--- src/hw/rtl/hsl_pkg.sv ---
// ----------------------------------------------------------------------------
// HSL adjust package
// Shared types, constants and the reciprocal table of the HSL adjust pipeline.
// ----------------------------------------------------------------------------
package hsl_pkg;

  localparam int unsigned CfgIdxW  = 2;
  localparam int unsigned CfgDataW = 8;

  typedef enum logic [CfgIdxW-1:0] {
    CfgAdjustMode = 2'd0,
    CfgDelta      = 2'd1
  } cfg_reg_e;

  typedef enum logic {
    AdjSat = 1'b0,
    AdjLit = 1'b1
  } adj_mode_e;

  typedef enum logic [1:0] {
    SegUp   = 2'd0,
    SegHigh = 2'd1,
    SegDown = 2'd2,
    SegLow  = 2'd3
  } seg_e;

  // Multipliers for exact floor division by constants.
  localparam logic [24:0] M255 = 25'd16843010;  // ceil(2^32 / 255)
  localparam logic [24:0] M100 = 25'd21474837;  // ceil(2^31 / 100)
  localparam logic [19:0] M6   = 20'd699051;    // ceil(2^22 / 6)

  typedef logic [27:0] recip_tab_t [256];

  // Entry d holds floor(2^27 / d), built by long division at elaboration.
  function automatic recip_tab_t recip_table();
    recip_tab_t tab;
    logic [28:0] rem;
    logic [27:0] quo;
    logic [28:0] dividend;
    tab[0] = '0;
    for (int d = 1; d < 256; d++) begin
      rem      = '0;
      quo      = '0;
      dividend = 29'd1 << 27;
      for (int b = 28; b >= 0; b--) begin
        rem = {rem[27:0], dividend[b]};
        if (rem >= 29'(d)) begin
          rem = rem - 29'(d);
          if (b < 28) quo[b] = 1'b1;
        end
      end
      tab[d] = quo;
    end
    return tab;
  endfunction

  localparam recip_tab_t RecipTab = recip_table();

  typedef struct packed {
    logic [16:0] sat;
    logic [18:0] hue6;
    logic [16:0] lit;
  } fwd_t;

  typedef struct packed {
    logic [15:0] hue;
    logic [16:0] sat;
    logic [16:0] lit;
  } adj_t;

endpackage

--- src/hw/rtl/hsl_adj.sv ---
// ----------------------------------------------------------------------------
// HSL adjust stage
// Two stages that finish the hue and add the delta to saturation or lightness,
// clamping the result.
// ----------------------------------------------------------------------------
module hsl_adj (
  input  logic               clk_i,
  input  logic               rst_ni,
  input  hsl_pkg::adj_mode_e mode_i,
  input  logic signed [7:0]  delta_i,
  input  logic               valid_i,
  output logic               ready_o,
  input  hsl_pkg::fwd_t      fwd_i,
  output logic               valid_o,
  input  logic               ready_i,
  output hsl_pkg::adj_t      res_o
);
  import hsl_pkg::*;

  logic [1:0] v_q;
  logic [1:0] en;

  logic [38:0]        py;
  logic [16:0]        v;
  logic [23:0]        v100;
  logic signed [25:0] t;

  logic [15:0] hue4_q;
  logic [23:0] tpos4_q;
  logic [16:0] oth4_q;
  adj_mode_e   mode4_q;

  logic [48:0] pa;
  logic [17:0] a;
  logic [16:0] ac;

  adj_t res_q;

  always_comb begin
    en[1] = !v_q[1] || ready_i;
    en[0] = !v_q[0] || en[1];
  end

  assign ready_o = en[0];
  assign valid_o = v_q[1];
  assign res_o   = res_q;

  always_comb begin
    py   = 39'(fwd_i.hue6) * 39'(M6);
    v    = (mode_i == AdjLit) ? fwd_i.lit : fwd_i.sat;
    v100 = 24'(v) * 24'd100;
    t    = $signed({2'b0, v100}) + $signed({{2{delta_i[7]}}, delta_i, 16'b0});
  end

  always_comb begin
    pa = 49'(tpos4_q) * 49'(M100);
    a  = pa[48:31];
    ac = (a > 18'd65536) ? 17'd65536 : a[16:0];
  end

  always_ff @(posedge clk_i or negedge rst_ni) begin
    if (!rst_ni) begin
      v_q <= '0;
    end else begin
      if (en[0]) v_q[0] <= valid_i;
      if (en[1]) v_q[1] <= v_q[0];
    end
  end

  always_ff @(posedge clk_i) begin
    if (en[0]) begin
      hue4_q  <= py[37:22];
      tpos4_q <= t[25] ? 24'd0 : t[23:0];
      oth4_q  <= (mode_i == AdjLit) ? fwd_i.sat : fwd_i.lit;
      mode4_q <= mode_i;
    end
    if (en[1]) begin
      res_q.hue <= hue4_q;
      res_q.sat <= (mode4_q == AdjLit) ? oth4_q : ac;
      res_q.lit <= (mode4_q == AdjLit) ? ac : oth4_q;
    end
  end

endmodule

--- config.mk ---
export PLATFORM = sky130hd
export DESIGN_NAME = hsl_adj
export DESIGN_NICKNAME = d
export VERILOG_FILES = /design/src/hw/rtl/hsl_pkg.sv /design/src/hw/rtl/hsl_adj.sv
export SDC_FILE = /design/constraint.sdc
export NUM_CORES = 1
export LEC_CHECK = 0
export BUFFER_PORTS_ARGS = -buffer_cell sky130_fd_sc_hd__buf_2
export CAP_MARGIN = 20
export CELL_PAD_IN_SITES_DETAIL_PLACEMENT = 1
export CELL_PAD_IN_SITES_GLOBAL_PLACEMENT = 2
export CORE_MARGIN = 2
export CORE_UTILIZATION = 46
export CTS_CLUSTER_DIAMETER = 80
export CTS_CLUSTER_SIZE = 20
export DETAILED_ROUTE_END_ITERATION = 12
export GPL_ROUTABILITY_DRIVEN = 0
export PLACE_DENSITY_LB_ADDON = 0.08
export RECOVER_POWER = 25
export SLEW_MARGIN = 10
export SYNTH_ARGS = -nofsm -noshare
export SYNTH_HDL_FRONTEND = slang
export SYNTH_SLANG_ARGS = --single-unit
--- constraint.sdc ---
create_clock -name clk_i -period 17.1 [get_ports clk_i]
set_input_delay 1.71 -clock clk_i [delete_from_list [all_inputs] [get_ports clk_i]]
set_output_delay 1.71 -clock clk_i [all_outputs]
set_load 0.005 [all_outputs]
==> results.yml, run 1 <==
worst_setup_path:
  cp_common_cell: "a21oi_1"
  start_kind: "input pin"
  critPathMaxStageDelay_ps: 1370
  crit_fanout: 35
  reg2reg_slack_ps: 8210
  crit_slowest_cell: "clkbuf_1"
  critPathKind: "input pin to flip-flop"
  worstPathArrival_ps: 9410
  endpoint_kind: "flip-flop"
  cp_data_required_time_ps: 17210
timing:
  maxSlewViolCount: 147
  worst_slew_pin_slew_ps: 3420
  fmax_ghz: 0.107
  fin_skew_ps: 15.4
  slew_headroom_pct: -128
  finalCritPeriodShare_pct: 54.4
  hold_viol_final: 0
  grt_setup_unrepaired: "false"
  timing.setup.tns_ps: 0
  setup_viol: 0
  layout_min_cycle_time_ps: 9310
worst_hold_path:
  hp-class: "flip-flop to flip-flop"
run:
  cap_violations: 3
detailed_routing:
  antenna_left: 0
  drt_first_pass_iters: 5
  drtIter0Drc: 652
  wirelength_um: 55100
  vias: 13400
  wire_per_inst_um: 21.3
  via_per_inst: 5.17
  drc_errors: 0
grt:
  antenna_found_initial: 9
  grt_overflow: 0
  grt_use_total_pct: 25.7
  grt_max_degree: 59
  grt_pass1_wl_um: 86400
  grt_pass1_vias: 15500
synth:
  synthDominantCellAreaShare_pct: 29.7
  yosysSeqAreaShare_pct: 16.1
  synthFlopType: "edfxtp_1"
  yosys.area.top_type: "fa_1"
  syn-mean-instance-area_um2: 10.6
  syn_area_um2: 20000
  syn_inst: 1884
  synth_edf_count: 106
  syn_nets: 2685
  yosysWarnings: 0
  synth.distinct_cells: 64
  async_reset_ff_share_pct: 1.85
  synth_seq_cells: 108
  synth_area_leaders: "fa_1 (30%), ha_1 (27%), edfxtp_1 (16%)"
floorplan:
  core_area_um2: 43100
  placementRows: 76
  io_pins: 118
  die-area_um2: 45300
  die_y_um: 213
  die_width_um: 213
  start_util_pct: 46.5
clock_tree:
  cts_buffers: 9
  htreeDepth: 3
  max-clock-path-buffers: 2
  tritoncts: "done"
  holdBufCountCts: 0
  cts.repair.resized: 0
  cts-root-buf: "clkbuf_16"
  clk_latency_ps: 370
  post_cts_buffers: 0
  cts_sinks: 108
  cts.clk_slew.worst_paths_ps: 80
cells_and_area:
  multiInputGateArea_um2: 14700
  area.growth.synth_to_final_pct: 7.84
  drive_gt1_share_pct: 8.35
  num-fill-cells: 4759
  fin_nets: 2796
  regArea_um2: 3230
placement:
  port_buffers: 117
  dp_hpwl_um: 49700
status:
  violations: "max-capacitance violations, max-slew violations"
  status: "finished, violations left"
per-stage QoR:
step                      util (%)  instance area, um2  worst slack (ps)  hold WS (ps)  instances
after floorplan                  -               20000              9210           400       1884
after global placement        49.5               21300              8170           404       2569
after detailed placement      49.5               21300              8050           406       2569
after CTS                     50.2               21600              8170           427       2585
after global routing          50.2               21600              6990           432       2587
final                         50.2               21600              7790           427       2590
critical path, delay by kind of cell:
kind                       cells  cell delay, ps
and+or+nand+nor                5             910
xor gates and xnor gates       2             500
buffers and inverters          2            1490
AOI/OAI and AO/OA             14            2770
adders and majority gates      5            1550
muxes                          1             470
logic make-up after synthesis:
group / after synthesis / synth area share, %
flops: 108 / 16.1
xor+xnor: 56 / 2.45
buf+inv: 550 / 10.4
compound gates: 201 / 7.18
mux: 37 / 1.98
simple gates: 197 / 4.86
fa+ha+maj: 735 / 57.0
synth_stat cells (all sizes together), types with 4 or more instances:
cell type / instances
a21o: 35
edfxtp: 106
nand4: 12
mux2: 22
o21bai: 13
xor2: 17
a21oi: 52
o21ai: 22
and2: 14
a211oi: 9
or2: 6
a31oi: 6
nand2b: 9
fa: 297
ha: 438
nor3: 10
nand2: 44
nor2b: 13
or3: 4
buf: 7
o21a: 7
and3: 10
xnor2: 39
nand3: 9
clkbuf: 13
inv: 530
nor2: 57
mux2i: 15
a41o: 4
a211o: 4
a32o: 18
area by class of cell:
type,count,area share [%]
Multi-Input combinational cell,1226,68.2
Clock buffer,9,1.04
Antenna cell,5,0.0579
Clock inverter,7,0.422
Inverter,530,9.20
Sequential cell,108,15.0
Tap cell,585,3.39
Timing Repair Buffer,120,2.77
registers in the layout, summed over array words and instances, names as in the netlist:
name / flops
res_o: 50
v_q: 2
mode4_q: 1
tpos4_q: 22
hue4_q: 16
oth4_q: 17
layer usage:
layer / global-route usage [%] / routed length [um] / vias to the layer above
met5: 0 / 49 / -
met4: 5.62 / 1210 / 8
met3: 3.66 / 1970 / 54
met2: 47.6 / 28600 / 188
met1: 31.7 / 23300 / 6832
li1: - / - / 6315
path summary, 6_finish.rpt:
| path | startpoint | to | cells after the start |
|---|---|---|---|
| worst max-delay path | mode_i | tpos4_q[21] | 29 |
| worst min-delay path | hue4_q[12] | res_o[46] | 0 |
| worst max register to register | tpos4_q[7] | res_o[18] | 26 |
| worst min register to register | hue4_q[12] | res_o[46] | 0 |
| max in group asynchronous | rst_ni | v_q[1] | 1 |
| min in group asynchronous | rst_ni | v_q[0] | 1 |
cells in the final DEF, fill, tap and decap left out, drive strengths merged, types with 4 or more instances in the layout:
cell    instances
a211o           4
a211oi          9
a21o           35
a21oi          52
a31oi           6
a32o           18
a41o            4
and2           14
and3           10
buf           116
clkbuf         13
clkinv          4
diode           5
edfxtp        106
fa            297
ha            438
inv           533
mux2           22
mux2i          15
nand2          44
nand2b          9
nand3           9
nand4          12
nor2           57
nor2b          13
nor3           10
o21a            7
o21ai          22
o21bai         13
or2             6
or3             4
xnor2          39
xor2           17
Power of run 1 is not shown: default switching activity piles up to over one toggle a cycle in this logic, so the estimate is an artifact.
==> run 2: changes to the inputs <==
--- a/config.mk
+++ b/config.mk
@@ -10,7 +10,7 @@
 export CELL_PAD_IN_SITES_DETAIL_PLACEMENT = 1
 export CELL_PAD_IN_SITES_GLOBAL_PLACEMENT = 2
 export CORE_MARGIN = 2
-export CORE_UTILIZATION = 46
+export CORE_UTILIZATION = 39
 export CTS_CLUSTER_DIAMETER = 80
 export CTS_CLUSTER_SIZE = 20
 export DETAILED_ROUTE_END_ITERATION = 12
==> constraint.sdc (replaced) <==
create_clock -name clk_i -period 7.8 [get_ports clk_i]
set_input_delay 0.78 -clock clk_i [delete_from_list [all_inputs] [get_ports clk_i]]
set_output_delay 0.78 -clock clk_i [all_outputs]
set_load 0.005 [all_outputs]
==> run 2 against run 1 <==
Final cell count grew 11%. The flow finishes with violations (max-capacitance violations, max-slew violations, negative setup slack). Critical endpoint is now res_o[0]. Setup slack worse by 8000 ps. Highest routed layer unchanged. Die area is 18% higher. Register-to-register slack worse by 8400 ps. Critical path type is now flip-flop to flip-flop. Hold slack got worse by 260 ps. Flip-flop and latch count unchanged. Utilization decreased by 4.1 points.
==> results.yml, run 2 (synthesis results as in run 1) <==
grt:
  grt_pass1_wl_um: 92300
  grt_overflow: 0
  antenna_found_initial: 8
  grt_max_degree: 58
  grt_use_total_pct: 23.2
  grt_pass1_vias: 16100
status:
  status: "finished, violations left"
  violations: "max-capacitance violations, max-slew violations, negative setup slack"
detailed_routing:
  drc_errors: 0
  via_per_inst: 4.86
  vias: 14000
  wire_per_inst_um: 20.8
  antenna_left: 0
  wirelength_um: 59700
  drtIter0Drc: 465
  drt_first_pass_iters: 4
cells_and_area:
  fin_nets: 2985
  largest_register_ffs: 50
  final_cell_mix: "inv_1 (520), ha_1 (425), fa_1 (286), buf_4 (179), buf_2 (115)"
  drive_gt1_share_pct: 19.0
  regArea_um2: 3230
  finalInstanceArea_um2: 23500
  area.growth.synth_to_final_pct: 17.4
  layout_commonest_cell: "inv_1"
  num-fill-cells: 5741
  multiInputGateArea_um2: 15100
clock_tree:
  cts.clk_slew.worst_paths_ps: 90
  tritoncts: "done"
  holdBufCountCts: 0
  clk_latency_ps: 400
  htreeDepth: 3
  cts-root-buf: "clkbuf_16"
  max-clock-path-buffers: 2
  cts_buffers: 9
  cts_sinks: 108
floorplan:
  placementRows: 83
  core_area_um2: 51100
  die-area_um2: 53200
  io_pins: 118
  die_width_um: 231
  die_y_um: 231
  start_util_pct: 39.2
timing:
  worst_slew_pin_slew_ps: 3070
  slew_headroom_pct: -105
  finalCritPeriodShare_pct: 103
  fin_ws_ps: -199
  setup_viol: 22
  hold_viol_final: 0
  fin_skew_ps: 26.1
  maxSlewViolCount: 52
  layout_min_cycle_time_ps: 8000
  grt_setup_unrepaired: "true"
  fmax_ghz: 0.125
worst_setup_path:
  start_kind: "flip-flop"
  critPathKind: "flip-flop to flip-flop"
  cp_data_required_time_ps: 8060
  reg2regPathDepth: 24
  worstPathArrival_ps: 8260
  crit_fanout: 6
  endpoint_kind: "flip-flop"
placement:
  placed_cell_area_um2: 22700
  port_buffers: 117
  dp_hpwl_um: 54300
worst_hold_path:
  hp-class: "input pin to async pin"
run:
  cap_violations: 1
-- run 2: cell count changes in the layout (fill, tap and decap cells not counted), sizes merged --
| cell | before | now |
|---|---|---|
| diode | 5 | 1 |
| clkbuf | 13 | 14 |
| buf | 116 | 304 |
-- run 2: critical path: stages (launching register included) --
cell and delay (ps):
edfxtp_1 530, fa_1 620, fa_1 440, inv_2 70
fa_2 440, fa_1 530, fa_2 380, fa_1 520
fa_1 590, ha_4 220, a21o_1 190, a21o_1 180
a21oi_4 190, buf_6 130, buf_6 100, a21oi_4 50
a311o_2 380, a21o_1 190, and2_4 140, a211o_1 230
or4_4 510, or4_4 540, o211ai_4 320, clkbuf_16 210
a32o_1 160
-- run 2: worst paths after layout --
| path | from | end | slack (ps) |
|---|---|---|---|
| setup / recovery | tpos4_q[13] | res_o[0] | -200 |
| hold / removal | rst_ni | v_q[0] | 160 |
| setup reg to reg | tpos4_q[13] | res_o[0] | -200 |
| hold reg to reg | hue4_q[3] | res_o[37] | 420 |
| max in group asynchronous | rst_ni | v_q[1] | 7500 |
| min in group clk_i | hue4_q[3] | res_o[37] | 420 |
-- run 2: per-layer routing --
metal,track usage (%),vias up,wire (um)
li1,-,6692,-
met1,27.4,6989,24300
met2,43.2,175,31200
met3,3.57,80,2230
met4,6.96,14,1920
met5,0,-,80
-- run 2: repair_timing --
action | in CTS | in global routing
setup endpoints to repair | 28 | 34
resized for setup | 16 | 59
pin swaps | 3 | 64
endpoints found under the hold margin | 0 | 0
buffers inserted | 1 | 15
cloned | 0 | 2
-- run 2: final cells by class --
cell class,instances,area share (%)
multi-input cells,1226,64.0
repair buffers,309,8.88
clock buffers,9,0.957
clock inverters,7,0.388
diodes,1,0.0106
flip-flops and latches,108,13.7
inverters,530,8.45
well taps,680,3.62
-- run 2: through the flow --
step	instances	setup WS [ps]	hold WS [ps]	setup TNS (ps)	util [%]
after floorplan	1884	32.4	400	0	-
after global placement	2835	-130	402	-2650	44.5
after detailed placement	2835	-342	411	-6770	44.5
after CTS	2852	-249	138	-4690	45.3
after global routing	2870	-416	154	-8440	46.1
final	2870	-199	164	-3520	46.1
Power of run 2 is left out for the same reason.
==> run 3: changes to the inputs <==
--- a/config.mk
+++ b/config.mk
@@ -10,7 +10,7 @@
 export CELL_PAD_IN_SITES_DETAIL_PLACEMENT = 1
 export CELL_PAD_IN_SITES_GLOBAL_PLACEMENT = 2
 export CORE_MARGIN = 2
-export CORE_UTILIZATION = 39
+export CORE_UTILIZATION = 25
 export CTS_CLUSTER_DIAMETER = 80
 export CTS_CLUSTER_SIZE = 20
 export DETAILED_ROUTE_END_ITERATION = 12
==> run 3 against run 2 <==
The flow still finishes with violations (max-capacitance violations, max-slew violations, negative setup slack). Flip-flop and latch count is the same. Hold slack worse by 5.6 ps. Clock skew is 11 ps lower. Final area grew 5.0%. Maximum frequency increased by 0.44%. First-iteration DRC count is 12% lower.
==> results.yml, run 3 (synthesis results as in run 1) <==
status:
  status: "finished, violations left"
  violations: "max-capacitance violations, max-slew violations, negative setup slack"
detailed_routing:
  via_per_inst: 4.27
  vias: 14100
  wire_per_inst_um: 20.3
  drtIter0Drc: 410
  drc_errors: 0
  drt_first_pass_iters: 4
  wirelength_um: 67100
  antenna_left: 0
clock_tree:
  cts_sinks: 108
  holdBufCountCts: 0
  cts-root-buf: "clkbuf_16"
  cts.clk_slew.worst_paths_ps: 80
  max-clock-path-buffers: 2
  htreeDepth: 3
  cts_buffers: 9
  clk_latency_ps: 390
  tritoncts: "done"
timing:
  finalCritPeriodShare_pct: 102
  hold_viol_final: 0
  fin_skew_ps: 14.9
  grt_setup_unrepaired: "true"
  layout_min_cycle_time_ps: 7960
  maxSlewViolCount: 52
  worst_slew_pin_slew_ps: 3040
  fmax_ghz: 0.126
  fin_ws_ps: -164
  setup_viol: 22
  slew_headroom_pct: -102
  timing.hold.ws_ps: 158
worst_setup_path:
  critPathTopFamily: "adder cells"
  cp_common_cell: "fa_2"
  critPathKind: "flip-flop to flip-flop"
  crit_path_start: "tpos4_q[13]"
  critPathMaxStageDelay_ps: 620
  cp_data_required_time_ps: 8050
  endpoint_kind: "flip-flop"
  regToRegStartpoint: "tpos4_q[13]"
  crit_slowest_cell: "fa_2"
  start_kind: "flip-flop"
  crit_fanout: 5
  worstPathArrival_ps: 8210
  critPathBufInv: 5
floorplan:
  io_pins: 118
  start_util_pct: 25.3
  die_width_um: 287
  die-area_um2: 82500
  core_area_um2: 79100
  placementRows: 103
  die_y_um: 287
cells_and_area:
  fin_nets: 3050
  drive_gt1_share_pct: 22.7
  num-fill-cells: 9001
  finalInstanceArea_um2: 24700
  final_cell_mix: "inv_1 (517), ha_1 (417), fa_1 (279), buf_4 (241), buf_2 (115)"
  largest_register_ffs: 50
  area.growth.synth_to_final_pct: 23.2
  layout_commonest_cell: "inv_1"
grt:
  grt_pass1_wl_um: 101000
  antenna_found_initial: 5
  grt_max_degree: 59
  grt_pass1_vias: 16600
  grt_use_total_pct: 16.5
  grt_overflow: 0
worst_hold_path:
  hp-class: "input pin to async pin"
placement:
  dp_hpwl_um: 61200
  placed_cell_area_um2: 23600
  port_buffers: 117
run:
  cap_violations: 1
==> run 3: cell types whose count changed in the layout (fill, tap and decap cells not counted), sizes merged <==
cell / change
clkinvlp: +1
clkinv: -2
diode: +1
buf: +65
clkbuf: +1
==> run 3: cell type report <==
cell class	instances	area [um2]	share of cell area [%]
Clock buffer	10	229	0.927
Timing Repair Buffer	374	2630	10.6
Antenna cell	2	5.00	0.0203
Sequential cell	108	3230	13.1
Multi-Input combinational cell	1226	15200	61.7
Inverter	530	1990	8.05
Tap cell	1050	1310	5.32
Clock inverter	6	56.3	0.228
==> run 3: routing by layer <==
layer	global-route usage [%]	wire, um	vias to the layer above
li1	-	-	6818
met1	20.4	29300	7102
met2	30.5	34400	146
met3	1.52	1610	52
met4	4.39	1760	4
met5	0	25	-
==> run 3: final timing paths <==
| check | to | slack [ps] | cells past startpoint |
|---|---|---|---|
| max | res_o[15] | -160 | 25 |
| max reg2reg | res_o[15] | -160 | 25 |
| min reg2reg | res_o[44] | 420 | 0 |
| max in group asynchronous | v_q[0] | 7510 | 1 |
| min | v_q[1] | 160 | 1 |
| min in group clk_i | res_o[44] | 420 | 0 |
==> run 3: what timing repair did <==
item	4_1_cts	5_1_grt
gates cloned	2	1
setup endpoints to repair	28	34
gates resized for setup	21	88
pin swaps	2	87
buffers inserted	7	27
==> run 3: metrics by stage <==
stage | std cells | setup slack [ps] | util, % | setup TNS [ps]
6_report | 3306 | -164 | 31.2 | -2990
5_1_grt | 3304 | -377 | 31.2 | -11440
4_1_cts | 3276 | -290 | 30.4 | -5270
3_5_place_dp | 3251 | -308 | 29.8 | -6740
3_3_place_gp | 3251 | -219 | 29.8 | -4770
2_1_floorplan | 1884 | 32.4 | - | 0
Power of run 3 is left out for the same reason.
